`src/rtl/whc_pkg.sv`:
```
// shared types, codes and constants of the windowed health watchdog
package whc_pkg;

	// default build values
	localparam int DEF_WINDOW_DEPTH = 64;
	localparam int DEF_TIME_BITS    = 32;

	// fixed field widths of the stream and configuration ports
	localparam int ACTION_W    = 2;
	localparam int NOW_W       = 32;
	localparam int LOOKBACK_W  = 32;
	localparam int THRESH_W    = 16;
	localparam int COUNT_OUT_W = 7;
	localparam int SUM_OUT_W   = 8;
	localparam int CFG_IDX_W   = 2;
	localparam int CFG_DATA_W  = 32;
	localparam int S_TDATA_W   = 40;
	localparam int M_TDATA_W   = 24;

	// 1.0 in Q2.14 is a left shift by this many bits
	localparam int ONE_Q_SHIFT = 14;

	// register reset values
	localparam logic [LOOKBACK_W-1:0] LOOKBACK_RST = 32'd1000;

	// input action codes
	typedef enum logic [ACTION_W-1:0] {
		ACT_PET   = 2'd0,
		ACT_KICK  = 2'd1,
		ACT_CHECK = 2'd2,
		ACT_NOP   = 2'd3
	} action_t;

	// configuration register indexes
	typedef enum logic [CFG_IDX_W-1:0] {
		CFG_LOOKBACK  = 2'd0,
		CFG_THRESHOLD = 2'd1,
		CFG_ENABLE    = 2'd2
	} cfg_reg_t;

	// sequencer states
	typedef enum logic [2:0] {
		ST_IDLE,
		ST_ADD,
		ST_PURGE,
		ST_MUL,
		ST_DONE
	} state_t;

	// per-cell control: take the neighbor's entry or load a new one
	typedef struct packed {
		logic shift;
		logic load;
	} cell_ctrl_t;

	// event value of a stored sign bit: good is +1, bad is -1
	function automatic logic signed [1:0] sign_step(input logic bad);
		sign_step = bad ? -2'sd1 : 2'sd1;
	endfunction

endpackage

```
`src/rtl/whc_cell.sv`:
```
// one window cell: holds a time stamp and a sign, shifts toward the oldest end
module whc_cell #(
	parameter int STAMP_W = whc_pkg::DEF_TIME_BITS
) (
	input  logic                clk,
	input  whc_pkg::cell_ctrl_t ctrl,
	input  logic [STAMP_W-1:0]  new_stamp,
	input  logic                new_bad,
	input  logic [STAMP_W-1:0]  next_stamp,
	input  logic                next_bad,
	output logic [STAMP_W-1:0]  stamp,
	output logic                bad
);
	import whc_pkg::*;

	logic [STAMP_W-1:0] stamp_q;
	logic               bad_q;

	// load wins over shift; payload needs no reset
	always_ff @(posedge clk) begin
		if (ctrl.load) begin
			stamp_q <= new_stamp;
			bad_q   <= new_bad;
		end else if (ctrl.shift) begin
			stamp_q <= next_stamp;
			bad_q   <= next_bad;
		end
	end

	assign stamp = stamp_q;
	assign bad   = bad_q;

endmodule

```
`src/rtl/windowed_health_watchdog.sv`:
```
// top level: sequencer, counters, chain of window cells and output register
//
// channel  dir  transfer when          payload
// s_*      in   s_tvalid & s_tready    action, now_time
// m_*      out  m_tvalid & m_tready    fail, health_ok, entry_count, health_sum, overflow
// cfg_*    in   cfg_valid & cfg_ready  cfg_index, cfg_data (always ready)
//
// a pet or enabled kick steps through accept, cell write, multiply and result; a
// disabled kick or a no-op skips the cell write; a check purges in place of the
// cell write, dropping one expired entry from the head cell per purge step.
// the next item is taken once the previous one has reached the output
// register; the result waits there while m_tready is low, and a second
// finished result waits in the sequencer until the register frees.
// reset clears state, counters, config registers and m_tvalid; cells and data registers are not reset.
module windowed_health_watchdog #(
	parameter int WINDOW_DEPTH = whc_pkg::DEF_WINDOW_DEPTH,
	parameter int TIME_BITS    = whc_pkg::DEF_TIME_BITS
) (
	input  logic                                clk,
	input  logic                                arst_n,
	// stream in
	input  logic                                s_tvalid,
	output logic                                s_tready,
	// [1:0] action, [33:2] now_time, [39:34] zero
	input  logic [whc_pkg::S_TDATA_W-1:0]       s_tdata,
	// stream out
	output logic                                m_tvalid,
	input  logic                                m_tready,
	// [0] fail, [1] health_ok, [8:2] entry_count, [16:9] health_sum,
	// [17] overflow, [23:18] zero
	output logic [whc_pkg::M_TDATA_W-1:0]       m_tdata,
	// configuration writes
	input  logic                                cfg_valid,
	output logic                                cfg_ready,
	input  logic [whc_pkg::CFG_IDX_W-1:0]       cfg_index,
	input  logic [whc_pkg::CFG_DATA_W-1:0]      cfg_data
);
	import whc_pkg::*;

	localparam int CNT_W = $clog2(WINDOW_DEPTH + 1);
	localparam int SUM_W = CNT_W + 1;
	localparam int CMP_W = CNT_W + 18;
	localparam int AGE_W = (TIME_BITS > LOOKBACK_W) ? TIME_BITS : LOOKBACK_W;

	// configuration registers
	logic [LOOKBACK_W-1:0]      lookback_q;
	logic signed [THRESH_W-1:0] thr_q;
	logic                       en_q;

	// sequencer and window counters
	state_t                     state_q, state_d;
	action_t                    act_q;
	logic [TIME_BITS-1:0]       now_q;
	logic                       ovf_q, ovf_d;
	logic [CNT_W-1:0]           cnt_q, cnt_d;
	logic signed [SUM_W-1:0]    sum_q, sum_d;
	logic signed [CMP_W-1:0]    rhs_q;
	logic                       shift_all, add_we, load_out;

	// output register
	logic                       m_tvalid_q;
	logic                       fail_q, ok_q, oflag_q;
	logic [COUNT_OUT_W-1:0]     ocnt_q;
	logic [SUM_OUT_W-1:0]       osum_q;

	// cell chain
	logic [TIME_BITS-1:0]       cell_stamp [WINDOW_DEPTH];
	logic                       cell_bad   [WINDOW_DEPTH];
	cell_ctrl_t                 cell_ctrl  [WINDOW_DEPTH];

	logic                       full, new_bad, expired;
	logic [CNT_W-1:0]           wpos;
	logic [TIME_BITS-1:0]       age;
	logic signed [CMP_W-1:0]    lhs;
	logic                       nonempty, fail_c, ok_c;

	assign cfg_ready = 1'b1;
	assign s_tready  = (state_q == ST_IDLE);

	// configuration write port
	always_ff @(posedge clk or negedge arst_n) begin
		if (!arst_n) begin
			lookback_q <= LOOKBACK_RST;
			thr_q      <= '0;
			en_q       <= 1'b0;
		end else if (cfg_valid) begin
			case (cfg_index)
				CFG_LOOKBACK:  lookback_q <= cfg_data[LOOKBACK_W-1:0];
				CFG_THRESHOLD: thr_q      <= cfg_data[THRESH_W-1:0];
				CFG_ENABLE:    en_q       <= cfg_data[0];
				default:       ;
			endcase
		end
	end

	// window status
	assign full    = (cnt_q == CNT_W'(WINDOW_DEPTH));
	assign new_bad = (act_q == ACT_KICK);
	assign wpos    = full ? CNT_W'(WINDOW_DEPTH - 1) : cnt_q;
	assign age     = now_q - cell_stamp[0];
	assign expired = (AGE_W'(age) > AGE_W'(lookback_q));

	// next state and control
	always_comb begin
		state_d   = state_q;
		cnt_d     = cnt_q;
		sum_d     = sum_q;
		ovf_d     = ovf_q;
		shift_all = 1'b0;
		add_we    = 1'b0;
		load_out  = 1'b0;
		case (state_q)
			ST_IDLE: begin
				if (s_tvalid) begin
					ovf_d = 1'b0;
					case (action_t'(s_tdata[ACTION_W-1:0]))
						ACT_PET:   state_d = ST_ADD;
						ACT_KICK:  state_d = en_q ? ST_ADD : ST_MUL;
						ACT_CHECK: state_d = ST_PURGE;
						default:   state_d = ST_MUL;
					endcase
				end
			end
			ST_ADD: begin
				add_we = 1'b1;
				if (full) begin
					shift_all = 1'b1;
					ovf_d     = 1'b1;
					sum_d     = sum_q - SUM_W'(sign_step(cell_bad[0]))
						+ SUM_W'(sign_step(new_bad));
				end else begin
					cnt_d = cnt_q + 1'b1;
					sum_d = sum_q + SUM_W'(sign_step(new_bad));
				end
				state_d = ST_MUL;
			end
			ST_PURGE: begin
				if (cnt_q != '0 && expired) begin
					shift_all = 1'b1;
					cnt_d     = cnt_q - 1'b1;
					sum_d     = sum_q - SUM_W'(sign_step(cell_bad[0]));
				end else begin
					state_d = ST_MUL;
				end
			end
			ST_MUL: begin
				state_d = ST_DONE;
			end
			ST_DONE: begin
				if (!m_tvalid_q || m_tready) begin
					load_out = 1'b1;
					state_d  = ST_IDLE;
				end
			end
			default: begin
				state_d = ST_IDLE;
			end
		endcase
	end

	// sequencer registers
	always_ff @(posedge clk or negedge arst_n) begin
		if (!arst_n) begin
			state_q <= ST_IDLE;
			cnt_q   <= '0;
			sum_q   <= '0;
			ovf_q   <= 1'b0;
		end else begin
			state_q <= state_d;
			cnt_q   <= cnt_d;
			sum_q   <= sum_d;
			ovf_q   <= ovf_d;
		end
	end

	// item capture and threshold product
	always_ff @(posedge clk) begin
		if (s_tvalid && s_tready) begin
			act_q <= action_t'(s_tdata[ACTION_W-1:0]);
			now_q <= TIME_BITS'(s_tdata[ACTION_W +: NOW_W]);
		end
		rhs_q <= CMP_W'(thr_q) * CMP_W'($signed({1'b0, cnt_q}));
	end

	// mean compare: sum * 1.0 against threshold * count
	assign lhs      = CMP_W'(sum_q) <<< ONE_Q_SHIFT;
	assign nonempty = (cnt_q != '0);
	assign ok_c     = nonempty && (lhs > rhs_q);
	assign fail_c   = nonempty && en_q && (act_q == ACT_CHECK) && (lhs < rhs_q);

	// output register
	always_ff @(posedge clk or negedge arst_n) begin
		if (!arst_n) begin
			m_tvalid_q <= 1'b0;
		end else if (load_out) begin
			m_tvalid_q <= 1'b1;
		end else if (m_tready) begin
			m_tvalid_q <= 1'b0;
		end
	end

	always_ff @(posedge clk) begin
		if (load_out) begin
			fail_q  <= fail_c;
			ok_q    <= ok_c;
			ocnt_q  <= COUNT_OUT_W'(cnt_q);
			osum_q  <= SUM_OUT_W'(sum_q);
			oflag_q <= ovf_q;
		end
	end

	assign m_tvalid = m_tvalid_q;
	assign m_tdata  = {(M_TDATA_W - 18)'(0), oflag_q, osum_q, ocnt_q, ok_q, fail_q};

	// chain of cells, index 0 holds the oldest entry
	for (genvar i = 0; i < WINDOW_DEPTH; i++) begin : g_cell
		logic [TIME_BITS-1:0] nb_stamp;
		logic                 nb_bad;

		if (i == WINDOW_DEPTH - 1) begin : g_last
			assign nb_stamp = cell_stamp[i];
			assign nb_bad   = cell_bad[i];
		end else begin : g_mid
			assign nb_stamp = cell_stamp[i+1];
			assign nb_bad   = cell_bad[i+1];
		end

		assign cell_ctrl[i].shift = shift_all;
		assign cell_ctrl[i].load  = add_we && (wpos == CNT_W'(i));

		whc_cell #(
			.STAMP_W (TIME_BITS)
		) u_cell (
			.clk        (clk),
			.ctrl       (cell_ctrl[i]),
			.new_stamp  (now_q),
			.new_bad    (new_bad),
			.next_stamp (nb_stamp),
			.next_bad   (nb_bad),
			.stamp      (cell_stamp[i]),
			.bad        (cell_bad[i])
		);
	end

	// window never holds more entries than cells
	a_cnt_bound: assert property (@(posedge clk) disable iff (!arst_n)
		cnt_q <= CNT_W'(WINDOW_DEPTH))
		else $error("window count above depth");

	// sum magnitude never exceeds the entry count
	a_sum_bound: assert property (@(posedge clk) disable iff (!arst_n)
		(sum_q <= $signed({1'b0, cnt_q})) && (-sum_q <= $signed({1'b0, cnt_q})))
		else $error("window sum out of range of count");

	// each purge step drops exactly one entry
	a_purge_step: assert property (@(posedge clk) disable iff (!arst_n)
		(state_q == ST_PURGE && shift_all) |=> (cnt_q == $past(cnt_q) - 1'b1))
		else $error("purge step did not drop one entry");

	// a finished result waits while the output register is held
	a_done_hold: assert property (@(posedge clk) disable iff (!arst_n)
		(state_q == ST_DONE && m_tvalid_q && !m_tready) |=> (state_q == ST_DONE))
		else $error("result overwrote a pending output");

endmodule

```
`config.mk`:
```
export PLATFORM = sky130hd
export DESIGN_NAME = windowed_health_watchdog
export DESIGN_NICKNAME = d
export VERILOG_FILES = /design/src/rtl/whc_pkg.sv /design/src/rtl/whc_cell.sv /design/src/rtl/windowed_health_watchdog.sv
export SDC_FILE = /design/constraint.sdc
export NUM_CORES = 2
export LEC_CHECK = 0
export BUFFER_PORTS_ARGS = -buffer_cell sky130_fd_sc_hd__buf_2
export CORE_MARGIN = 10
export CORE_UTILIZATION = 68
export CTS_CLUSTER_DIAMETER = 120
export DETAILED_ROUTE_END_ITERATION = 12
export PLACE_DENSITY = 0.95
export SLEW_MARGIN = 20
export SYNTH_ARGS = -nofsm -noshare
export SYNTH_HDL_FRONTEND = slang
export SYNTH_SLANG_ARGS = --single-unit
```
`constraint.sdc`:
```
create_clock -name clk -period 19 [get_ports clk]
set_input_delay 0.95 -clock clk [delete_from_list [all_inputs] [get_ports clk]]
set_output_delay 0.95 -clock clk [all_outputs]
set_load 0.005 [all_outputs]
```
==> impl_results.md <==
- Tmin final: roughly 8.4 ns
- Final Total Pwr: about 20 mW
- Largest net degree at the start of global routing: 70
- Avg Cell Area, Syn: roughly 16 um2
- R2r setup slk: roughly 11 ns
- Area after DPL: ~100000 um2
- Post-synth EDFFs: around 2.2k
- Remaining antenna violation count: 0
- Stages on worst setup path: 20
- Async SR Flop Fraction: 0.0306
- CP delay by family, top: simple AND/OR/NAND/NOR gates
- Layout cells sized above 1: 0.391
- # H-tree levels: 4
- Leak: just under 40 nW
- R2R depth: 20
- GRT Total Usage: 0.291
- Routed length per instance: roughly 29 um
- Synth unique cells: 73
- Initial Util: 0.685
- Post-cts repair resize count: 0
- Die Width: between 400 and 500 um
- Global route total overflow: 0
- Final count of hold timing violations: 0
- Ports: 106
- Initial antenna violation count: 9
- Hold_buf cts: 0
- Outcome: finished clean
- Max Fclk: 0.119 GHz
- Hold Crit Depth: 1
- Synth top area share: 0.641
- Worst hold path class: in -> reg
- CTS buffer count: 207
- DR vias: 56.5k
- CP arrival: ~9 ns
- Core Area: 148000 um2
- CTS tree: built
- Initial DRC count: 7596
- Synth cell count leaders: edfxtp_1, mux2_2, nand2_1
- Critical-path cell list: buf_4 > ha_1 > nand3_1 > nor2_1 > nand3_1 > o211ai_1 > o22ai_1 > o21ai_0 > a21o_1 > mux2i_1 > nand4_1 > ha_1 > nand4_1 > or4_1 > o211a_1 > o21a_1 > nor2_4 > buf_4 > nand2_1 > buf_4
- Final instance area: approximately 110000 um2
- Skew-Pair Late Insertion Delay: approximately 0.88 ns
- First-pass GRT wire length: about 360 mm
- Worst vdd ir: ~0.00025 V
- Final period utilization: 0.443
- Post-synthesis sequential area ratio: 0.663
- Max-Cap Viols: 0
- Drt drc: 0
- Fin cells: approximately 8.4k
- Placed Cells: roughly 8k
- Ranking of synthesized cells by area: edfxtp_1, mux2_2, fa_1
- CP max FO: between 60 and 70
- RSZ-0062 raised after global routing: false
- Vias in the first global route: 58.1k
- Clk root buf: clkbuf_16
- Pwr Density: approximately 190 nW/um2
- Setup TNS: 0 ns
- Clock Pin Slew Worst Setup and Hold Paths: about 0.060 ns
- WS Path Type: reg -> reg
- Synthesized flop and latch total: around 2.3k
- CP Launch Type: register
- DP HPWL: between 100 and 150 mm
- CP most frequent cell: buf_4
- Yosys warns: 0
- Crit-path max cell delay: between 0.9 and 1 ns
- Rows: roughly 140
- Buf/Inv on CP: 3
- Count leader, synth: edfxtp_1
- Post-CTS Setup Inserts: 0
- Routed wire length: between 200 and 250 mm
- Clock tree buffer depth: 3
- Count of final max-slew check failures: 0
- Nets@finish: around 6.6k
- Leading area contributor after synthesis: edfxtp_1
- Area grow syn2layout: 8.65%
- Crit. End Element: register
- Final Setup Violations: 0
- Slew @ Worst Pin: between 1 and 1.5 ns
- Clk sink count: 2257
- Ys flop type: edfxtp_1
- DR pass1 iterations: 6
- Vias per inst: approximately 6.7
- Slew Limit Headroom: 0.143
- Critical-path top delay cell: nor2_4
- Final Wtd Congestion: 0.897
- Cell Area, Synth: 101000 um2
- Die ar.: 165000 um2
- Die Ht: slightly above 400 um
- Mapped Cells: between 6k and 7k
- Req. time, crit path: just under 20 ns
- IO buf count: between 90 and 100
- Max Clock Skew: between 0.06 and 0.07 ns
-- sequential cells by signal, summed over array words and instances (netlist names) --
| signal | count |
|---|---|
| ok_q | 1 |
| cnt_q | 7 |
| rhs_q | 24 |
| fail_q | 1 |
| g_cell.u_cell.bad | 64 |
| en_q | 1 |
| g_cell.u_cell.stamp | 2048 |
| now_q | 32 |
| lookback_q | 32 |
| act_q | 2 |
| ovf_q | 1 |
| m_tvalid | 1 |
| sum_q | 8 |
| osum_q | 8 |
| thr_q | 16 |
| state_q | 3 |
| oflag_q | 1 |
| ocnt_q | 7 |
-- per-layer routing --
layer,vias to the layer above,GRT usage,part of all wire
met1,28200,0.381,0.35
met3,746,0.0743,0.13
met2,4183,0.466,0.48
met5,-,0,0.000062
met4,2,0.123,0.043
li1,23400,-,-
-- path summary, 6_finish.rpt --
| path | endpoint | startpoint |
|---|---|---|
| setup / recovery | g_cell[32].u_cell.stamp[15]$_DFFE_PP_ | now_q[10]$_DFFE_PP_ |
| hold / removal | now_q[10]$_DFFE_PP_ | s_tdata[12] |
| setup reg to reg | g_cell[32].u_cell.stamp[15]$_DFFE_PP_ | now_q[10]$_DFFE_PP_ |
| hold reg to reg | g_cell[59].u_cell.stamp[31]$_DFFE_PP_ | g_cell[60].u_cell.stamp[31]$_DFFE_PP_ |
| max in group asynchronous | sum_q[2]$_DFFE_PN0P_ | arst_n |
| min in group asynchronous | thr_q[2]$_DFFE_PN0P_ | arst_n |
-- through the flow --
stage | hold WS, ns | utilization | setup WS, ns
6_report | 0.296 | 0.744 | 10.59
5_1_grt | 0.267 | 0.744 | 10.39
4_1_cts | 0.256 | 0.744 | 10.83
3_5_place_dp | 0.502 | 0.700 | 11.12
3_3_place_gp | 0.495 | 0.700 | 11.28
2_1_floorplan | 0.420 | - | 13.04
-- power breakdown --
group	leakage, nW	internal (mW)	switching (mW)
Clock	3.15	2.19	1.91
Combinational	15.3	2.88	4.37
Sequential	20.8	8.42	0.684
-- layout make-up --
class	instances	area, um2
flip-flops and latches	2257	67200
fillers	7071	37900
multi-input cells	3354	31600
inverters	196	736
clock buffers	270	5570
repair buffers	258	1710
diodes	1	2.50
clock inverters	112	913
well taps	1930	2410
-- worst reg2reg max path, cell delays in order, from the launching register on --
cell	delay (ns)
edfxtp_1	0.33
buf_4	0.81
ha_1	0.36
nand3_1	0.11
nor2_1	0.22
nand3_1	0.10
o211ai_1	0.43
o22ai_1	0.21
o21ai_0	0.53
a21o_1	0.26
mux2i_1	0.19
nand4_1	0.11
ha_1	0.31
nand4_1	0.17
or4_1	0.68
o211a_1	0.29
o21a_1	0.22
nor2_4	0.93
buf_4	0.69
nand2_1	0.67
buf_4	0.48
-- cell usage in the layout, fill, tap and decap left out, drive strengths merged, types with 19 or more instances in the layout --
| cell | netlist | final |
|---|---|---|
| o21ai | 191 | 191 |
| a21oi | 81 | 81 |
| nor2 | 63 | 63 |
| edfxtp | 2164 | 2164 |
| xor2 | 19 | 19 |
| dfxtp | 24 | 24 |
| mux2 | 1946 | 1946 |
| ha | 139 | 139 |
| a21o | 30 | 30 |
| nand2 | 468 | 468 |
| and2 | 88 | 88 |
| clkbuf | 347 | 270 |
| dfrtp | 63 | 63 |
| clkinv | 2 | 92 |
| xnor2 | 50 | 50 |
| buf | 127 | 258 |
| inv | 194 | 202 |
| fa | 90 | 90 |
-- logic make-up (layout without fill, tap and decap cells) --
| logic type | count (synthesis) | count (layout) | synth area share |
|---|---|---|---|
| DFF | 2257 | 2257 | 0.663 |
| muxes | 1950 | 1950 | 0.217 |
| and+or+nand+nor | 732 | 732 | 0.0326 |
| buffers and inverters | 670 | 836 | 0.0263 |
| AOI/OAI and AO/OA | 367 | 367 | 0.0208 |
| adders and majority gates | 229 | 229 | 0.0349 |
| xor gates and xnor gates | 69 | 69 | 0.00596 |
| other | 2 | 8 | 0.0000741 |
No activity file was read; power rests on OpenSTA's default activity.
